$ cat src/jot_pkg.sv
`default_nettype none

package jot_pkg;

    // Fixed point format
    localparam int FRAC_BITS = 16;

    // Field widths
    localparam int IN_W  = 20;
    localparam int OUT_W = 19;
    localparam int CFG_IDX_W = 3;
    localparam int ITER_W = 4;
    localparam int MODE_W = 2;

    // Datapath widths, sized for Q3.16 inputs:
    //   first square |z^2| < 2^23 (Q16), cube term |z^3| < 2^27 (Q16)
    localparam int MUL_W  = 29;
    localparam int PROD_W = 2 * MUL_W;
    localparam int SQ_W   = 2 * IN_W;
    localparam int SR_W   = 25;
    localparam int CU_W   = 29;
    localparam int ZW_W   = 30;
    localparam int DR_W   = IN_W + 1;
    localparam int DIST_W = 2 * DR_W;

    // floor(x/3) = (x * RECIP3) >> RECIP_SHIFT, exact for 0 <= x < 2^28
    localparam int RECIP_SHIFT = 29;
    localparam logic signed [MUL_W-1:0] RECIP3 = MUL_W'(((1 << RECIP_SHIFT) + 2) / 3);

    // Escape thresholds
    localparam logic signed [ZW_W-1:0]  TWO_Z   = ZW_W'(2 << FRAC_BITS);
    localparam logic signed [SQ_W:0]    FOUR_SQ = (SQ_W + 1)'(64'sd4 << (2 * FRAC_BITS));

    // Register indexes
    typedef enum logic [CFG_IDX_W-1:0] {
        CFG_C_REAL    = 3'd0,
        CFG_C_IMAG    = 3'd1,
        CFG_TRAP_REAL = 3'd2,
        CFG_TRAP_IMAG = 3'd3,
        CFG_MAX_ITER  = 3'd4,
        CFG_MODE      = 3'd5,
        CFG_ESC_ZERO  = 3'd6
    } t_cfg_idx;

    // Iteration functions
    localparam logic [MODE_W-1:0] MODE_SQ   = 2'd0;
    localparam logic [MODE_W-1:0] MODE_MIX  = 2'd1;
    localparam logic [MODE_W-1:0] MODE_CUBE = 2'd2;

    localparam logic [ITER_W-1:0] MAX_ITER_RST = 4'd10;

    typedef struct packed {
        logic signed [IN_W-1:0] c_real;
        logic signed [IN_W-1:0] c_imag;
        logic signed [IN_W-1:0] trap_real;
        logic signed [IN_W-1:0] trap_imag;
        logic [ITER_W-1:0]      max_iter;
        logic [MODE_W-1:0]      mode;
        logic                   esc_zero;
    } t_cfg;

endpackage

`default_nettype wire

$ cat src/jot_mul.sv
`default_nettype none

module jot_mul
    import jot_pkg::*;
(
    input  wire logic              i_clk,
    input  wire logic signed [MUL_W-1:0]  i_a,
    input  wire logic signed [MUL_W-1:0]  i_b,
    output logic signed [PROD_W-1:0]      o_prod
);

    logic signed [PROD_W-1:0] r_prod;

    // Shared signed multiplier, product registered
    always_ff @(posedge i_clk) begin
        r_prod <= PROD_W'(i_a) * PROD_W'(i_b);
    end

    assign o_prod = r_prod;

endmodule

`default_nettype wire

$ cat config.mk
export PLATFORM = sky130hd
export DESIGN_NAME = jot_mul
export DESIGN_NICKNAME = d
export VERILOG_FILES = /design/src/jot_pkg.sv /design/src/jot_mul.sv
export SDC_FILE = /design/constraint.sdc
export NUM_CORES = 2
export LEC_CHECK = 0
export BUFFER_PORTS_ARGS = -buffer_cell sky130_fd_sc_hd__buf_2
export CAP_MARGIN = 20
export CORE_ASPECT_RATIO = 2
export CORE_MARGIN = 3
export CORE_UTILIZATION = 55
export CTS_CLUSTER_SIZE = 25
export DETAILED_ROUTE_END_ITERATION = 7
export GPL_TIMING_DRIVEN = 0
export PLACE_DENSITY = 0.78
export SYNTH_ARGS = -nofsm -noshare
export SYNTH_HDL_FRONTEND = slang
export SYNTH_SLANG_ARGS = --single-unit
$ cat constraint.sdc
create_clock -name i_clk -period 21.3 [get_ports i_clk]
set_input_delay 2.13 -clock i_clk [delete_from_list [all_inputs] [get_ports i_clk]]
set_output_delay 2.13 -clock i_clk [all_outputs]
set_load 0.02 [all_outputs]
==> results.json <==
{
  "root_buffer": "clkbuf_16",
  "cp-start-kind": "input port",
  "finalCritPeriodShare_pct": 55.1,
  "num_io_pins": 117,
  "grt_pass1_vias": 28500,
  "layout-drive-gt1-share_pct": 2.63,
  "cp.depth": 26,
  "synthMuxAreaShare_pct": 0.0621,
  "rsz0062_at_grt": "no",
  "syn_avg_cell_area_um2": 9.34,
  "numCtsBuffers": 9,
  "dr.pass1.iters": 5,
  "synthArstFlopShare_pct": 0,
  "final_cell_mix": "inv_1, fa_1, and2_1",
  "cp.required_ps": 21520,
  "drtIter0Drc": 2043,
  "cts.path.max_buffers": 2,
  "synth_top_family_by_area": "adder cells",
  "clkSinkCount": 58,
  "worst_path_largest_cell_delay_ps": 980,
  "grt_max_degree": 21,
  "setup-tns-final_ps": 0,
  "hold_violations": 0,
  "synth_xor_area_share_pct": 1.63,
  "cts_tree": "yes",
  "crit_path_end_kind": "register",
  "synth.top_cells.by_area": "fa_1, inv_1, and2_1",
  "crit_fanout": 10,
  "syn_inst": 3452,
  "area_growth_pct": 5.12,
  "ys_warn_count": 0,
  "synth_edf_count": 0,
  "fin_crit_ps": 11740,
  "portBuffers": 59,
  "hold_buffers": 0,
  "synth-seq-cells": 58,
  "synthAdderAreaFrac_pct": 62.5,
  "ant_nets": 0,
  "final-max-slew-violation-count": 0,
  "grt_pass1_wl_mm": 183,
  "netlist.area_leader.share_pct": 55.9,
  "routed_wl_mm": 125,
  "status": "completed",
  "nets": 4657,
  "crit_start": "i_a[28]",
  "crit_slowest_cell": "fa_1",
  "hpwl_mm": 99.2,
  "drcViolationCount": 0,
  "yosys.area.top_type": "fa_1",
  "syn_nets": 4582,
  "worstSetupPathType": "in -> reg",
  "die_w_um": 177,
  "syn_area_um2": 32200,
  "worst-path-buf-inv": 10,
  "worstMarginPinSlew_ps": 1260,
  "yosysSeqAreaShare_pct": 3.60,
  "hp-class": "in -> reg",
  "antenna_found_initial": 12,
  "gp_congestion": 1.09,
  "synthSimpleGateAreaFrac_pct": 15.7,
  "synth_compound_area_share_pct": 3.65,
  "num_vias": 25500,
  "slew_headroom_pct": 16.1,
  "ys.flop_type": "dfxtp_1",
  "path_delay_family": "adder cells",
  "dieArea_um2": 61700,
  "cts_htree_levels": 3,
  "maxCapViolCount": 0,
  "cp.arrival_ps": 11960,
  "vias_per_cell": 5.94,
  "setup_viol": 0,
  "start_util_pct": 56.0,
  "wl_per_cell_um": 29.0,
  "synthDistinctLibCells": 55,
  "fp.dieH_um": 348,
  "path_clk_slew_ps": 60,
  "largest_reg_flops": 58,
  "post_cts_resized": 0,
  "grt-ovfl-total": 0,
  "rows": 124,
  "grtUsageTotal_pct": 42.5,
  "fmax_mhz": 85.2,
  "critPathCapture": "o_prod[57]$_DFF_P_",
  "core_area_um2": 57600,
  "postCtsSetupBuffers": 0,
  "final_common_cell": "inv_1"
}
through the flow:
step | worst slack, ps | cell area, um2 | hold WS [ps] | instances | utilization (%)
after detailed placement | 9430 | 33500 | 2550 | 4269 | 58.3
after global placement | 9600 | 33500 | 2540 | 4267 | 58.2
after floorplan | 11670 | 32200 | 2470 | 3452 | -
final | 9560 | 33900 | 2240 | 4298 | 58.9
after CTS | 9780 | 33800 | 2210 | 4285 | 58.8
after global routing | 9220 | 33900 | 2280 | 4290 | 58.9
routing by layer:
layer	wire, um	track usage (%)	share of wire, %
met2	57700	67.1	46
met5	42	0	0.034
met1	32500	38.8	26
met3	12800	14.1	10
met4	21700	50.7	17
cells by family (layout without fill, tap and decap cells):
kind of cell    after synthesis  in the layout
fa+ha+maj                  1071           1071
xor+xnor                     60             60
mux                           2              2
simple gates                993            993
buf+inv                    1097           1177
flops                        58             58
compound gates              171            171
other cells                   0             10
Yosys cell counts (4+ instances only):
cell and count:
nand2b_1 17, and2_1 462, a21oi_1 45, or3_1 4, a211o_1 6, a21o_1 29
a211oi_1 4, o21ai_0 26, dfxtp_1 58, o21a_1 6, a21boi_0 4, o31a_1 4
o21bai_1 11, a221oi_1 5, nand4_1 14, nand3_1 21, nand2_1 390, nor2_1 53
xnor2_1 39, and3_1 5, buf_2 4, xor2_1 21, nor3_1 13, nor2b_1 5
inv_1 904, ha_1 170, clkbuf_1 189, fa_1 901, o211ai_1 4
final cells by class:
cell class	count	area, um2
fill	5100	23700
timing repair buffer	64	383
inverter	904	3390
clock buffer	11	243
buffer	193	729
clock inverter	5	53.8
tap	756	946
sequential	58	1160
antenna	10	25.0
multi-input combinational	2297	27000
worst min path at each step:
stage	endpoint	from	cells after the start	slack, ps
2_1_floorplan	o_prod[0]	o_prod[0]$_DFF_P_	0	2470
3_3_place_gp	o_prod[16]	o_prod[16]$_DFF_P_	1	2540
3_5_place_dp	o_prod[16]	o_prod[16]$_DFF_P_	1	2550
4_1_cts	o_prod[0]$_DFF_P_	i_b[0]	2	2210
5_1_grt	o_prod[0]$_DFF_P_	i_b[0]	2	2280
6_report	o_prod[0]$_DFF_P_	i_b[0]	2	2240
Power is left out: the tool's default activity adds up to more than one toggle a clock period on the data nets, which glitch-free logic cannot reach.
