File: src/jot_pkg.sv
`default_nettype none

package jot_pkg;

    // Fixed point format
    localparam int FRAC_BITS = 16;

    // Field widths
    localparam int IN_W  = 20;
    localparam int OUT_W = 19;
    localparam int CFG_IDX_W = 3;
    localparam int ITER_W = 4;
    localparam int MODE_W = 2;

    // Datapath widths, sized for Q3.16 inputs:
    //   first square |z^2| < 2^23 (Q16), cube term |z^3| < 2^27 (Q16)
    localparam int MUL_W  = 29;
    localparam int PROD_W = 2 * MUL_W;
    localparam int SQ_W   = 2 * IN_W;
    localparam int SR_W   = 25;
    localparam int CU_W   = 29;
    localparam int ZW_W   = 30;
    localparam int DR_W   = IN_W + 1;
    localparam int DIST_W = 2 * DR_W;

    // floor(x/3) = (x * RECIP3) >> RECIP_SHIFT, exact for 0 <= x < 2^28
    localparam int RECIP_SHIFT = 29;
    localparam logic signed [MUL_W-1:0] RECIP3 = MUL_W'(((1 << RECIP_SHIFT) + 2) / 3);

    // Escape thresholds
    localparam logic signed [ZW_W-1:0]  TWO_Z   = ZW_W'(2 << FRAC_BITS);
    localparam logic signed [SQ_W:0]    FOUR_SQ = (SQ_W + 1)'(64'sd4 << (2 * FRAC_BITS));

    // Register indexes
    typedef enum logic [CFG_IDX_W-1:0] {
        CFG_C_REAL    = 3'd0,
        CFG_C_IMAG    = 3'd1,
        CFG_TRAP_REAL = 3'd2,
        CFG_TRAP_IMAG = 3'd3,
        CFG_MAX_ITER  = 3'd4,
        CFG_MODE      = 3'd5,
        CFG_ESC_ZERO  = 3'd6
    } t_cfg_idx;

    // Iteration functions
    localparam logic [MODE_W-1:0] MODE_SQ   = 2'd0;
    localparam logic [MODE_W-1:0] MODE_MIX  = 2'd1;
    localparam logic [MODE_W-1:0] MODE_CUBE = 2'd2;

    localparam logic [ITER_W-1:0] MAX_ITER_RST = 4'd10;

    typedef struct packed {
        logic signed [IN_W-1:0] c_real;
        logic signed [IN_W-1:0] c_imag;
        logic signed [IN_W-1:0] trap_real;
        logic signed [IN_W-1:0] trap_imag;
        logic [ITER_W-1:0]      max_iter;
        logic [MODE_W-1:0]      mode;
        logic                   esc_zero;
    } t_cfg;

endpackage

`default_nettype wire

File: src/jot_cfg_regs.sv
`default_nettype none

module jot_cfg_regs
    import jot_pkg::*;
(
    input  wire logic                 i_clk,
    input  wire logic                 i_rst_n,
    input  wire logic                 i_cfg_we,
    input  wire logic [CFG_IDX_W-1:0] i_cfg_idx,
    input  wire logic [IN_W-1:0]      i_cfg_data,
    output t_cfg                      o_cfg
);

    t_cfg r_cfg;

    // Register file; writes beyond the list are dropped
    always_ff @(posedge i_clk) begin
        if (!i_rst_n) begin
            r_cfg.c_real    <= '0;
            r_cfg.c_imag    <= '0;
            r_cfg.trap_real <= '0;
            r_cfg.trap_imag <= '0;
            r_cfg.max_iter  <= MAX_ITER_RST;
            r_cfg.mode      <= MODE_SQ;
            r_cfg.esc_zero  <= 1'b0;
        end else if (i_cfg_we) begin
            unique case (t_cfg_idx'(i_cfg_idx))
                CFG_C_REAL:    r_cfg.c_real    <= i_cfg_data;
                CFG_C_IMAG:    r_cfg.c_imag    <= i_cfg_data;
                CFG_TRAP_REAL: r_cfg.trap_real <= i_cfg_data;
                CFG_TRAP_IMAG: r_cfg.trap_imag <= i_cfg_data;
                CFG_MAX_ITER:  r_cfg.max_iter  <= i_cfg_data[ITER_W-1:0];
                CFG_MODE:      r_cfg.mode      <= i_cfg_data[MODE_W-1:0];
                CFG_ESC_ZERO:  r_cfg.esc_zero  <= i_cfg_data[0];
                default: ;
            endcase
        end
    end

    assign o_cfg = r_cfg;

endmodule

`default_nettype wire

File: config.mk
export PLATFORM = sky130hd
export DESIGN_NAME = jot_cfg_regs
export DESIGN_NICKNAME = d
export VERILOG_FILES = /design/src/jot_pkg.sv /design/src/jot_cfg_regs.sv
export SDC_FILE = /design/constraint.sdc
export NUM_CORES = 1
export LEC_CHECK = 0
export ABC_AREA = 1
export CAP_MARGIN = 10
export CORE_UTILIZATION = 47
export CTS_CLUSTER_DIAMETER = 150
export DETAILED_ROUTE_END_ITERATION = 12
export DONT_BUFFER_PORTS = 1
export SLEW_MARGIN = 20
export SYNTH_ARGS = -nofsm -noshare
export SYNTH_HDL_FRONTEND = slang
export SYNTH_SLANG_ARGS = --single-unit
File: constraint.sdc
create_clock -name i_clk -period 1.4 [get_ports i_clk]
set_input_delay 0.28 -clock i_clk [delete_from_list [all_inputs] [get_ports i_clk]]
set_output_delay 0.28 -clock i_clk [all_outputs]
set_load 0.05 [all_outputs]
==> flow_summary_export.csv <==
group,metric,value,unit
layout,diodes,0,
synthesis,yosys.area.top_type,"dfxtp_1",
floorplan,die_h,88.1,um
placed_design,io_buffers,0,
sta,slew_viol_final,0,
clock_tree,root_buffer,"clkbuf_8",
grt,grt_max_degree,88,
drt,vias,3058,
layout,instances_no_fill,608,
synthesis,ys_seq_elements,87,
layout,areaGrowthSynthToFinish,9.15,%
grt,antenna_found_initial,0,
layout,fin_nets,531,
sta,rsz0062_at_grt,"false",
critical_path,endpoint_kind,"primary output",
sta,period_share,93.1,%
synthesis,synth.area.top_cells,"dfxtp_1 (50%), nor2_1 (19%), nand3_1 (12%)",
clock_tree,cts_tree,"done",
drt,drt-pass1-iter-count,6,
clock_tree,cts_made_buffers,9,
clock_tree,clk_pin_slew,0.08,ns
pwr,p_per_area,1340,nW/um2
placed_design,dp.final_hpwl,6200,um
layout,largest_reg_flops,87,
layout,num-fill-cells,747,
drt,routedWlPerCell,15.4,um
grt,grt_pass1_wl,14400,um
sta,max_freq,0.767,GHz
sta,fin_hold_ws,0.0474,ns
layout,layout-drive-gt1-share,7.47,%
sta,tightestPinTransition,0.558,ns
clock_tree,holdBufCountCts,0,
critical_path,cp.arrival,1.02,ns
synthesis,yosysWarnings,0,
synthesis,syn_area,3490,um2
synthesis,synth_top_area_share,50.0,%
pwr,ir_drop,0.604,mV
drt,routed_wirelength,9350,um
synthesis,syn_nets,536,
critical_path,worstPathMaxFanout,2,
floorplan,die_w,88.1,um
clock_tree,cts_buffer_depth,2,
drt,drc,0,
clock_tree,htreeDepth,3,
placed_design,place_inst,593,
clock_tree,cts_setup_buffers,0,
pwr,total_power,5.09,mW
hold_path,worst_hold_path_type,"in2reg",
sta,finClkSkew,0,ns
floorplan,initial_core_util,48.3,%
sta,slew_headroom,62.7,%
synthesis,synth-seq-area-share,50.0,%
placed_design,routabilityCongestion,0.844,
drt,vias_per_cell,5.03,
sta,fin_tns_setup,0,ns
job,max_cap_violations,0,
pwr,p_leak,1.68,nW
critical_path,crit_path_start_kind,"register",
status,status,"finished clean",
floorplan,fp.coreArea,7210,um2
grt,gr-usage-all-layers,25.4,%
grt,grt_pass1_vias,2690,
critical_path,crit_required,1.12,ns
synthesis,ys_types,11,
floorplan,dieArea,7770,um2
synthesis,syn_inst,510,
clock_tree,post_cts_resized,0,
drt,ant_nets,0,
sta,hold_violations,0,
clock_tree,clkLatencyLatePin,0.34,ns
synthesis,syn_area_per_cell,6.83,um2
sta,timing.final.crit_period,1.30,ns
critical_path,crit_type,"reg2out",
floorplan,io_pins,113,
sta,setup_viol,0,
drt,drt_iter0_markers,184,
clock_tree,cts.sinks,87,
floorplan,rows,31,
grt,grt_overflow,0,
layer usage:
| metal | track usage (%) | up-vias | wire (um) |
|---|---|---|---|
| met5 | 0 | - | 0 |
| met4 | 7.04 | 0 | 140 |
| met3 | 9.33 | 10 | 791 |
| met2 | 41.2 | 99 | 4430 |
| met1 | 31.8 | 1388 | 3990 |
| li1 | - | 1561 | - |
worst reg2reg max path, cell delays in order (launching register included):
cell and delay (ns):
dfxtp_1 0.67, nor2_1 0.11, nor2_1 0.12
path summary, 6_finish.rpt:
check / startpoint / endpoint / slack, ns / cells past startpoint
worst max register to register: o_cfg[83]$_SDFFE_PN0P_ / o_cfg[83]$_SDFFE_PN0P_ / 0.44 / 2
worst min register to register: o_cfg[56]$_SDFFE_PN0P_ / o_cfg[56]$_SDFFE_PN0P_ / 0.49 / 2
worst min-delay path: i_cfg_data[1] / o_cfg[4]$_SDFFE_PN1P_ / 0.05 / 2
worst max-delay path: o_cfg[49]$_SDFFE_PN0P_ / o_cfg[49] / 0.1 / 0
final cells by class:
class | count | area [um2] | area share, %
Clock inverter | 4 | 45.0 | 1.18
Timing Repair Buffer | 18 | 160 | 4.21
Clock buffer | 11 | 151 | 3.98
Multi-Input combinational cell | 363 | 1490 | 39.0
Inverter | 26 | 97.6 | 2.56
Sequential cell | 87 | 1740 | 45.8
Tap cell | 99 | 124 | 3.26
per-stage QoR:
stage,area (um2),util (%),worst slack [ns]
2_1_floorplan,3490,-,0.427
3_3_place_gp,3610,50.0,0.364
3_5_place_dp,3610,50.0,0.343
4_1_cts,3800,52.7,0.0877
5_1_grt,3800,52.7,0.0606
6_report,3800,52.7,0.0970
synth_stat cells:
cell and number:
nand2_1 96, inv_2 2, a21oi_1 1, buf_1 5, buf_4 1, dfxtp_1 87
nor2_2 3, nand3_1 87, inv_1 24, buf_2 28, nor2_1 176
cell families after synthesis:
group / after synthesis / share of synthesized area (%)
AOI/OAI and AO/OA: 1 / 0.143
buffers and inverters: 60 / 7.57
DFF: 87 / 50.0
and+or+nand+nor: 362 / 42.3
report_power, final:
| group | total [mW] | internal (mW) | switching (mW) | leakage [nW] |
|---|---|---|---|---|
| registers | 2.89 | 2.56 | 0.331 | 0.707 |
| clock network | 1.76 | 0.904 | 0.856 | 0.105 |
| logic | 0.437 | 0.142 | 0.295 | 0.866 |
| total | 5.09 | 3.60 | 1.48 | 1.68 |
placed cells by master (no fill, tap or decap), drive strengths merged:
| cell | instances |
|---|---|
| nand3 | 87 |
| nand2 | 96 |
| a21oi | 1 |
| clkbuf | 11 |
| clkinv | 3 |
| inv | 26 |
| dfxtp | 87 |
| buf | 18 |
| nor2 | 179 |
| bufinv | 1 |
Power figures use the tool's default switching activity.
