[src/jot_pkg.sv]
`default_nettype none

package jot_pkg;

    // Fixed point format
    localparam int FRAC_BITS = 16;

    // Field widths
    localparam int IN_W  = 20;
    localparam int OUT_W = 19;
    localparam int CFG_IDX_W = 3;
    localparam int ITER_W = 4;
    localparam int MODE_W = 2;

    // Datapath widths, sized for Q3.16 inputs:
    //   first square |z^2| < 2^23 (Q16), cube term |z^3| < 2^27 (Q16)
    localparam int MUL_W  = 29;
    localparam int PROD_W = 2 * MUL_W;
    localparam int SQ_W   = 2 * IN_W;
    localparam int SR_W   = 25;
    localparam int CU_W   = 29;
    localparam int ZW_W   = 30;
    localparam int DR_W   = IN_W + 1;
    localparam int DIST_W = 2 * DR_W;

    // floor(x/3) = (x * RECIP3) >> RECIP_SHIFT, exact for 0 <= x < 2^28
    localparam int RECIP_SHIFT = 29;
    localparam logic signed [MUL_W-1:0] RECIP3 = MUL_W'(((1 << RECIP_SHIFT) + 2) / 3);

    // Escape thresholds
    localparam logic signed [ZW_W-1:0]  TWO_Z   = ZW_W'(2 << FRAC_BITS);
    localparam logic signed [SQ_W:0]    FOUR_SQ = (SQ_W + 1)'(64'sd4 << (2 * FRAC_BITS));

    // Register indexes
    typedef enum logic [CFG_IDX_W-1:0] {
        CFG_C_REAL    = 3'd0,
        CFG_C_IMAG    = 3'd1,
        CFG_TRAP_REAL = 3'd2,
        CFG_TRAP_IMAG = 3'd3,
        CFG_MAX_ITER  = 3'd4,
        CFG_MODE      = 3'd5,
        CFG_ESC_ZERO  = 3'd6
    } t_cfg_idx;

    // Iteration functions
    localparam logic [MODE_W-1:0] MODE_SQ   = 2'd0;
    localparam logic [MODE_W-1:0] MODE_MIX  = 2'd1;
    localparam logic [MODE_W-1:0] MODE_CUBE = 2'd2;

    localparam logic [ITER_W-1:0] MAX_ITER_RST = 4'd10;

    typedef struct packed {
        logic signed [IN_W-1:0] c_real;
        logic signed [IN_W-1:0] c_imag;
        logic signed [IN_W-1:0] trap_real;
        logic signed [IN_W-1:0] trap_imag;
        logic [ITER_W-1:0]      max_iter;
        logic [MODE_W-1:0]      mode;
        logic                   esc_zero;
    } t_cfg;

endpackage

`default_nettype wire

[src/jot_core.sv]
`default_nettype none

module jot_core
    import jot_pkg::*;
(
    input  wire logic                     i_clk,
    input  wire logic                     i_rst_n,
    input  t_cfg                          i_cfg,
    // input channel
    input  wire logic                     i_in_valid,
    output logic                          o_in_ready,
    input  wire logic signed [IN_W-1:0]   i_start_real,
    input  wire logic signed [IN_W-1:0]   i_start_imag,
    // output channel
    output logic                          o_out_valid,
    input  wire logic                     i_out_ready,
    output logic signed [OUT_W-1:0]       o_point_real,
    output logic signed [OUT_W-1:0]       o_point_imag,
    output logic                          o_escaped,
    // shared multiplier
    output logic signed [MUL_W-1:0]       o_mul_a,
    output logic signed [MUL_W-1:0]       o_mul_b,
    input  wire logic signed [PROD_W-1:0] i_prod
);

    typedef enum logic [18:0] {
        S_IDLE = 19'h00001,
        S_MR   = 19'h00002,
        S_MI   = 19'h00004,
        S_MS   = 19'h00008,
        S_TD   = 19'h00010,
        S_TS   = 19'h00020,
        S_SQ   = 19'h00040,
        S_SQF  = 19'h00080,
        S_CU1  = 19'h00100,
        S_CU2  = 19'h00200,
        S_CU3  = 19'h00400,
        S_CU4  = 19'h00800,
        S_CU5  = 19'h01000,
        S_D1   = 19'h02000,
        S_D2   = 19'h04000,
        S_D3   = 19'h08000,
        S_ADD  = 19'h10000,
        S_CHK  = 19'h20000,
        S_OUT  = 19'h40000
    } t_state;

    t_state r_state, n_state;

    logic signed [IN_W-1:0]   r_zr, n_zr, r_zi, n_zi;
    logic signed [SQ_W-1:0]   r_prr, n_prr, r_pii, n_pii;
    logic signed [SR_W-1:0]   r_sr, n_sr, r_si, n_si;
    logic signed [PROD_W-1:0] r_acc, n_acc;
    logic signed [CU_W-1:0]   r_cr, n_cr, r_ci, n_ci;
    logic signed [ZW_W-1:0]   r_nr, n_nr, r_ni, n_ni;
    logic signed [OUT_W-1:0]  r_best_r, n_best_r, r_best_i, n_best_i;
    logic [DIST_W-1:0]        r_best_d, n_best_d;
    logic                     r_best_ok, n_best_ok;
    logic                     r_esc, n_esc;
    logic                     r_first, n_first;
    logic [ITER_W-1:0]        r_cnt, n_cnt;
    logic                     r_ovalid, n_ovalid;
    logic signed [OUT_W-1:0]  r_opr, n_opr, r_opi, n_opi;
    logic                     r_oesc, n_oesc;

    // Helper terms
    logic signed [DR_W-1:0]   dr, di;
    logic signed [SQ_W:0]     sq_diff, mag_sq;
    logic [DIST_W-1:0]        trap_dsq;
    logic signed [CU_W:0]     neg_cr, neg_ci;
    logic signed [MUL_W-1:0]  u_cr, u_ci;
    logic signed [CU_W-1:0]   quot;
    logic signed [ZW_W-1:0]   base_r, base_i;
    logic                     in_xfer, out_load, cube_mode, big;

    assign in_xfer   = i_in_valid && o_in_ready;
    assign cube_mode = (i_cfg.mode == MODE_MIX) || (i_cfg.mode == MODE_CUBE);

    // Trap offsets and sums
    assign dr       = DR_W'(r_zr) - DR_W'(i_cfg.trap_real);
    assign di       = DR_W'(r_zi) - DR_W'(i_cfg.trap_imag);
    assign sq_diff  = (SQ_W + 1)'(r_prr) - (SQ_W + 1)'(r_pii);
    assign mag_sq   = (SQ_W + 1)'(r_prr) + (SQ_W + 1)'(i_prod);
    assign trap_dsq = DIST_W'(r_acc + i_prod);

    // Divide by three: operand is x or 2-x, quotient negated for negative x
    assign neg_cr = (CU_W + 1)'(2) - (CU_W + 1)'(r_cr);
    assign neg_ci = (CU_W + 1)'(2) - (CU_W + 1)'(r_ci);
    assign u_cr   = r_cr[CU_W-1] ? MUL_W'(neg_cr) : MUL_W'(r_cr);
    assign u_ci   = r_ci[CU_W-1] ? MUL_W'(neg_ci) : MUL_W'(r_ci);
    assign quot   = CU_W'(i_prod >>> RECIP_SHIFT);

    // New iterate before adding c
    always_comb begin
        if (i_cfg.mode == MODE_MIX) begin
            base_r = ZW_W'(r_sr >>> 1) + ZW_W'(r_cr);
            base_i = ZW_W'(r_si >>> 1) + ZW_W'(r_ci);
        end else if (i_cfg.mode == MODE_CUBE) begin
            base_r = ZW_W'(r_cr);
            base_i = ZW_W'(r_ci);
        end else begin
            base_r = ZW_W'(r_sr);
            base_i = ZW_W'(r_si);
        end
    end

    assign big = (r_nr > TWO_Z) || (r_nr < -TWO_Z) || (r_ni > TWO_Z) || (r_ni < -TWO_Z);

    // Output register loads when the previous result has left
    assign out_load = (r_state == S_OUT) && (!r_ovalid || i_out_ready);

    // Sequencer and operand select
    always_comb begin
        n_state   = r_state;
        n_zr      = r_zr;
        n_zi      = r_zi;
        n_prr     = r_prr;
        n_pii     = r_pii;
        n_sr      = r_sr;
        n_si      = r_si;
        n_acc     = r_acc;
        n_cr      = r_cr;
        n_ci      = r_ci;
        n_nr      = r_nr;
        n_ni      = r_ni;
        n_best_r  = r_best_r;
        n_best_i  = r_best_i;
        n_best_d  = r_best_d;
        n_best_ok = r_best_ok;
        n_esc     = r_esc;
        n_first   = r_first;
        n_cnt     = r_cnt;
        o_mul_a   = '0;
        o_mul_b   = '0;

        unique case (r_state)
            S_IDLE: begin
                if (in_xfer) begin
                    n_zr      = i_start_real;
                    n_zi      = i_start_imag;
                    n_best_r  = '0;
                    n_best_i  = '0;
                    n_best_ok = 1'b0;
                    n_esc     = 1'b0;
                    n_first   = 1'b1;
                    n_cnt     = '0;
                    n_state   = (i_cfg.max_iter == '0) ? S_OUT : S_MR;
                end
            end
            // squared components of current z
            S_MR: begin
                o_mul_a = MUL_W'(r_zr);
                o_mul_b = MUL_W'(r_zr);
                n_state = S_MI;
            end
            S_MI: begin
                o_mul_a = MUL_W'(r_zi);
                o_mul_b = MUL_W'(r_zi);
                n_prr   = SQ_W'(i_prod);
                n_state = S_MS;
            end
            // escape test on |z|^2, start trap distance; the start point skips both
            S_MS: begin
                o_mul_a = MUL_W'(dr);
                o_mul_b = MUL_W'(dr);
                n_pii   = SQ_W'(i_prod);
                if (r_first) begin
                    n_first = 1'b0;
                    n_state = S_SQ;
                end else if (mag_sq > FOUR_SQ) begin
                    n_esc   = 1'b1;
                    if (i_cfg.esc_zero) begin
                        n_best_r = '0;
                        n_best_i = '0;
                    end
                    n_state = S_OUT;
                end else begin
                    n_state = S_TD;
                end
            end
            S_TD: begin
                o_mul_a = MUL_W'(di);
                o_mul_b = MUL_W'(di);
                n_acc   = i_prod;
                n_state = S_TS;
            end
            // keep the nearest point, strictly closer only
            S_TS: begin
                if (!r_best_ok || trap_dsq < r_best_d) begin
                    n_best_ok = 1'b1;
                    n_best_d  = trap_dsq;
                    n_best_r  = OUT_W'(r_zr);
                    n_best_i  = OUT_W'(r_zi);
                end
                n_cnt   = r_cnt + 1'b1;
                n_state = (n_cnt == i_cfg.max_iter) ? S_OUT : S_SQ;
            end
            // z^2: real from cached squares, imag from zr*zi
            S_SQ: begin
                o_mul_a = MUL_W'(r_zr);
                o_mul_b = MUL_W'(r_zi);
                n_state = S_SQF;
            end
            S_SQF: begin
                n_sr    = SR_W'(sq_diff >>> FRAC_BITS);
                n_si    = SR_W'(i_prod >>> (FRAC_BITS - 1));
                n_state = cube_mode ? S_CU1 : S_ADD;
            end
            // z^3 = z^2 * z
            S_CU1: begin
                o_mul_a = MUL_W'(r_sr);
                o_mul_b = MUL_W'(r_zr);
                n_state = S_CU2;
            end
            S_CU2: begin
                o_mul_a = MUL_W'(r_si);
                o_mul_b = MUL_W'(r_zi);
                n_acc   = i_prod;
                n_state = S_CU3;
            end
            S_CU3: begin
                o_mul_a = MUL_W'(r_sr);
                o_mul_b = MUL_W'(r_zi);
                n_acc   = r_acc - i_prod;
                n_state = S_CU4;
            end
            S_CU4: begin
                o_mul_a = MUL_W'(r_si);
                o_mul_b = MUL_W'(r_zr);
                n_cr    = CU_W'(r_acc >>> FRAC_BITS);
                n_acc   = i_prod;
                n_state = S_CU5;
            end
            S_CU5: begin
                n_ci    = CU_W'((r_acc + i_prod) >>> FRAC_BITS);
                n_state = (i_cfg.mode == MODE_MIX) ? S_D1 : S_ADD;
            end
            // floor division of the cube term by three
            S_D1: begin
                o_mul_a = u_cr;
                o_mul_b = RECIP3;
                n_state = S_D2;
            end
            S_D2: begin
                o_mul_a = u_ci;
                o_mul_b = RECIP3;
                n_cr    = r_cr[CU_W-1] ? -quot : quot;
                n_state = S_D3;
            end
            S_D3: begin
                n_ci    = r_ci[CU_W-1] ? -quot : quot;
                n_state = S_ADD;
            end
            S_ADD: begin
                n_nr    = base_r + ZW_W'(i_cfg.c_real);
                n_ni    = base_i + ZW_W'(i_cfg.c_imag);
                n_state = S_CHK;
            end
            // component beyond +-2.0 escapes at once
            S_CHK: begin
                if (big) begin
                    n_esc = 1'b1;
                    if (i_cfg.esc_zero) begin
                        n_best_r = '0;
                        n_best_i = '0;
                    end
                    n_state = S_OUT;
                end else begin
                    n_zr    = IN_W'(r_nr);
                    n_zi    = IN_W'(r_ni);
                    n_state = S_MR;
                end
            end
            S_OUT: begin
                if (out_load) begin
                    n_state = S_IDLE;
                end
            end
            default: begin
                n_state = S_IDLE;
            end
        endcase
    end

    // Output register
    always_comb begin
        n_ovalid = r_ovalid;
        n_opr    = r_opr;
        n_opi    = r_opi;
        n_oesc   = r_oesc;
        if (out_load) begin
            n_ovalid = 1'b1;
            n_opr    = r_best_r;
            n_opi    = r_best_i;
            n_oesc   = r_esc;
        end else if (i_out_ready) begin
            n_ovalid = 1'b0;
        end
    end

    always_ff @(posedge i_clk) begin
        if (!i_rst_n) begin
            r_state  <= S_IDLE;
            r_ovalid <= 1'b0;
        end else begin
            r_state  <= n_state;
            r_ovalid <= n_ovalid;
        end
    end

    always_ff @(posedge i_clk) begin
        r_zr      <= n_zr;
        r_zi      <= n_zi;
        r_prr     <= n_prr;
        r_pii     <= n_pii;
        r_sr      <= n_sr;
        r_si      <= n_si;
        r_acc     <= n_acc;
        r_cr      <= n_cr;
        r_ci      <= n_ci;
        r_nr      <= n_nr;
        r_ni      <= n_ni;
        r_best_r  <= n_best_r;
        r_best_i  <= n_best_i;
        r_best_d  <= n_best_d;
        r_best_ok <= n_best_ok;
        r_esc     <= n_esc;
        r_first   <= n_first;
        r_cnt     <= n_cnt;
        r_opr     <= n_opr;
        r_opi     <= n_opi;
        r_oesc    <= n_oesc;
    end

    assign o_in_ready   = (r_state == S_IDLE);
    assign o_out_valid  = r_ovalid;
    assign o_point_real = r_opr;
    assign o_point_imag = r_opi;
    assign o_escaped    = r_oesc;

endmodule

`default_nettype wire

[config.mk]
export PLATFORM = sky130hd
export DESIGN_NAME = jot_core
export DESIGN_NICKNAME = d
export VERILOG_FILES = /design/src/jot_pkg.sv /design/src/jot_core.sv
export SDC_FILE = /design/constraint.sdc
export NUM_CORES = 2
export LEC_CHECK = 0
export BUFFER_PORTS_ARGS = -buffer_cell sky130_fd_sc_hd__buf_4
export CAP_MARGIN = 5
export CORE_MARGIN = 2
export CORE_UTILIZATION = 41
export DETAILED_ROUTE_END_ITERATION = 10
export GPL_ROUTABILITY_DRIVEN = 0
export GPL_TIMING_DRIVEN = 0
export PLACE_DENSITY = 0.59
export SYNTH_ARGS = -nofsm -noshare
export SYNTH_HDL_FRONTEND = slang
export SYNTH_SLANG_ARGS = --single-unit
[constraint.sdc]
create_clock -name i_clk -period 30.6 [get_ports i_clk]
set_clock_uncertainty 0.15 [all_clocks]
set_input_delay 9.18 -clock i_clk [delete_from_list [all_inputs] [get_ports i_clk]]
set_output_delay 9.18 -clock i_clk [all_outputs]
set_load 0.02 [all_outputs]
==> run_results.csv <==
group,metric,value,unit
outcome,status,"finished, final reports clean",
route,drt-wirelength-per-cell,23.4,µm
power,power.leakage,17.8,nW
floorplanning,die_y,308,µm
sta,slew_violations,0,
critical_path,cp-startpoint,"i_cfg[27]",
critical_path,cp.depth,17,
synthesis,synth-seq-area-share,37.4,%
route,antenna_left,0,
clocking,clk_pin_slew,0.06,ns
worst_hold_path,hold_path_depth,0,
finish,syn_to_final_growth,15.5,%
grt,grt_pass1_vias,31500,
sta,final.period_utilization,73.8,%
power,power_density,47.2,nW/µm²
synthesis,synth_top_cell_by_area,"edfxtp_1",
sta,grt_setup_unrepaired,"false",
floorplanning,num_rows,111,
power,power.total,2.07,mW
synthesis,async_reset_ff_share,0,%
route,drt_pass1_iterations,7,
sta,relSlewSlack,21.6,%
synthesis,synth_area,37900,µm²
critical_path,critPathCaptureType,"output port",
clocking,insertion_delay,0.67,ns
clocking,cts_max_path_buffers,3,
synthesis,ys_types,84,
synthesis,synth_area_leaders,"edfxtp_1, ha_1, xnor2_1",
floorplanning,boundaryPins,288,
sta,hold_slack,0.250,ns
clocking,cts_setup_buffers,0,
sta,tightest_slew,1.18,ns
critical_path,crit_required,21.27,ns
route,wl,133,mm
placement,place_hpwl,107,mm
power,ir_drop,0.0000488,V
synthesis,yosysTopAreaCellShare,36.3,%
critical_path,worstPathArrival,13.25,ns
critical_path,cp_cell_sequence,"buf_4 > ha_1 > inv_1 > fa_1 > a21o_1 > a21oi_1 > o21ai_0 > a31o_2 > a21oi_1 > o21ai_0 > a211oi_1 > o31ai_1 > nand3b_1 > or2_2 > a221oi_1 > o311ai_0 > buf_4",
synthesis,yosysWarnings,0,
floorplanning,initial_core_util,41.4,%
sta,hold_viol_final,0,
route,dr_total_vias,32900,
clocking,cts_sinks,479,
floorplanning,die-area,95000,µm²
clocking,h-tree-depth,2,
clocking,hold_buffers,0,
finish,drive_gt1_share,11.7,%
placement,port_buffers,284,
route,initialDrtViolationCount,3153,
sta,period_minus_slack,22.58,ns
sta,max_freq,0.0443,GHz
critical_path,crit_buf_inv,3,
critical_path,cp-start-kind,"input port",
floorplanning,die_w,308,µm
synthesis,synth_flop_cell,"edfxtp_1",
route,viasPerCell,5.82,
route,drc,0,
clocking,cts_resized,0,
floorplanning,core_area,91700,µm²
placement,place_ws,8.11,ns
clocking,cts_tree,"built",
clocking,clockRootBuffer,"clkbuf_16",
synthesis,avgSynthCellArea,9.33,µm²
synthesis,syn-num-nets,4635,
grt,grt_max_degree,50,
grt,grt_first_pass_wirelength,194,mm
sta,tns,0,ns
grt,grt_usage,27.2,%
critical_path,cp_max_fo,5,
sta,setup_viol,0,
clocking,cts_buffers,56,
critical_path,cp_top_family,"compound AO/OA/AOI/OAI gates",
critical_path,r2r_cells,22,
critical_path,max_stage_delay,0.58,ns
synthesis,synth_cells,4067,
critical_path,critPathSlowestCell,"a221oi_1",
critical_path,timing.rr.start,"r_acc[5]",
worst_hold_path,hp-start,"r_best_r[12]",
grt,gr-total-overflow,0,
grt,antenna_found_initial,5,
synthesis,synth_seq_cells,479,
worst_hold_path,hold_class,"flop to flop",
sta,layout_setup_ws,8.02,ns
job,maxCapViolCount,0,
critical_path,crit_type,"input port to output port",
synthesis,synth_edf_count,459,
finish,final_net_count,4995,
==> registers in the layout, indices dropped and copies added (netlist names), 4 cells and up <==
signal        flops
r_best_i         19
r_best_d         42
o_point_imag     19
r_si             25
r_ni             30
r_ci             29
r_pii            40
r_zi             20
r_acc            45
r_state          19
r_prr            40
r_sr             25
r_cr             29
r_cnt             4
r_best_r         19
r_zr             20
r_nr             30
o_point_real     19
==> synthesized netlist by cell type (9+ instances only) <==
master / number
edfxtp_1: 459
ha_1: 370
nand2_1: 366
o21ai_0: 319
a21oi_1: 313
nor2_1: 276
inv_1: 261
xnor2_1: 223
xor2_1: 130
clkbuf_1: 125
a21o_1: 91
nand2b_1: 60
nand3_1: 59
and2_1: 58
nor3_1: 58
mux2i_1: 54
nand4_1: 54
a211oi_1: 53
mux2_2: 47
nor2b_1: 46
o21bai_1: 44
o21a_1: 39
o31ai_1: 38
nor4_1: 36
or4_1: 29
or3_1: 28
a31oi_1: 27
or2_2: 27
a222oi_1: 23
a221oi_1: 21
dfxtp_1: 20
o211ai_1: 19
buf_1: 16
nor3b_1: 16
o22ai_1: 16
and3_1: 15
o41ai_1: 15
a211o_1: 14
a21boi_0: 14
a22oi_1: 14
nand3b_1: 13
a221o_1: 11
o2111ai_1: 10
fa_1: 9
o221ai_1: 9
==> per-stage QoR <==
step / area, µm² / cells / utilization (%)
3_5_place_dp: 41900 / 5555 / 45.7
4_1_cts: 43800 / 5658 / 47.8
6_report: 43800 / 5662 / 47.8
5_1_grt: 43800 / 5660 / 47.8
3_3_place_gp: 41500 / 5537 / 45.3
2_1_floorplan: 37900 / 4067 / -
==> layout make-up <==
class / instances / area (µm²)
Clock inverter: 45 / 500
Fill cell: 8683 / 47800
Inverter: 265 / 995
Clock buffer: 58 / 1420
Multi-Input combinational cell: 3172 / 22200
Tap cell: 1186 / 1480
Antenna cell: 4 / 10.0
Timing Repair Buffer: 302 / 2390
Buffer: 151 / 602
Sequential cell: 479 / 14200
==> cell families after synthesis <==
logic type / Yosys count / synth area share (%)
adder cells (fa/ha/maj): 379 / 12.7
AND/OR/NAND/NOR: 1171 / 15.1
AO/OA/AOI/OAI: 1168 / 19.6
XOR/XNOR: 353 / 8.15
flip-flops: 479 / 37.4
multiplexers: 101 / 2.82
buffers and inverters: 416 / 4.20
==> metal layers <==
| metal | global-route usage, % | share of wire [%] | up-vias |
|---|---|---|---|
| li1 | - | - | 15700 |
| met1 | 35.0 | 42 | 15700 |
| met2 | 46.3 | 47 | 1249 |
| met3 | 3.17 | 6.9 | 235 |
| met4 | 11.2 | 4.4 | 0 |
| met5 | 0 | 0 | - |
==> worst paths after layout <==
kind / slack [ns] / end
worst max-delay path: 8.02 / o_mul_a[28]
worst min-delay path: 0.25 / o_point_real[12]
worst max register to register: 23.59 / r_best_r[2]
worst min register to register: 0.25 / o_point_real[12]
==> where the power goes <==
part / internal (mW) / leakage, nW / switching [mW]
Sequential: 0.799 / 4.36 / 0.0529
Combinational: 0.203 / 12.5 / 0.303
Clock: 0.414 / 0.926 / 0.296
Total: 1.42 / 17.8 / 0.652
==> layout by cell type (no fill, tap or decap), types with 58 or more instances in the layout <==
cell and count:
buf_4 291, xnor2_1 223, xor2_1 130, a21o_1 91
nand2b_1 60, ha_1 370, and2_1 58, nor2_1 274
clkbuf_1 125, nand2_1 365, a21oi_1 313, o21ai_0 319
edfxtp_1 459, nand3_1 59, inv_1 261
(Power assumes the default switching activity.)
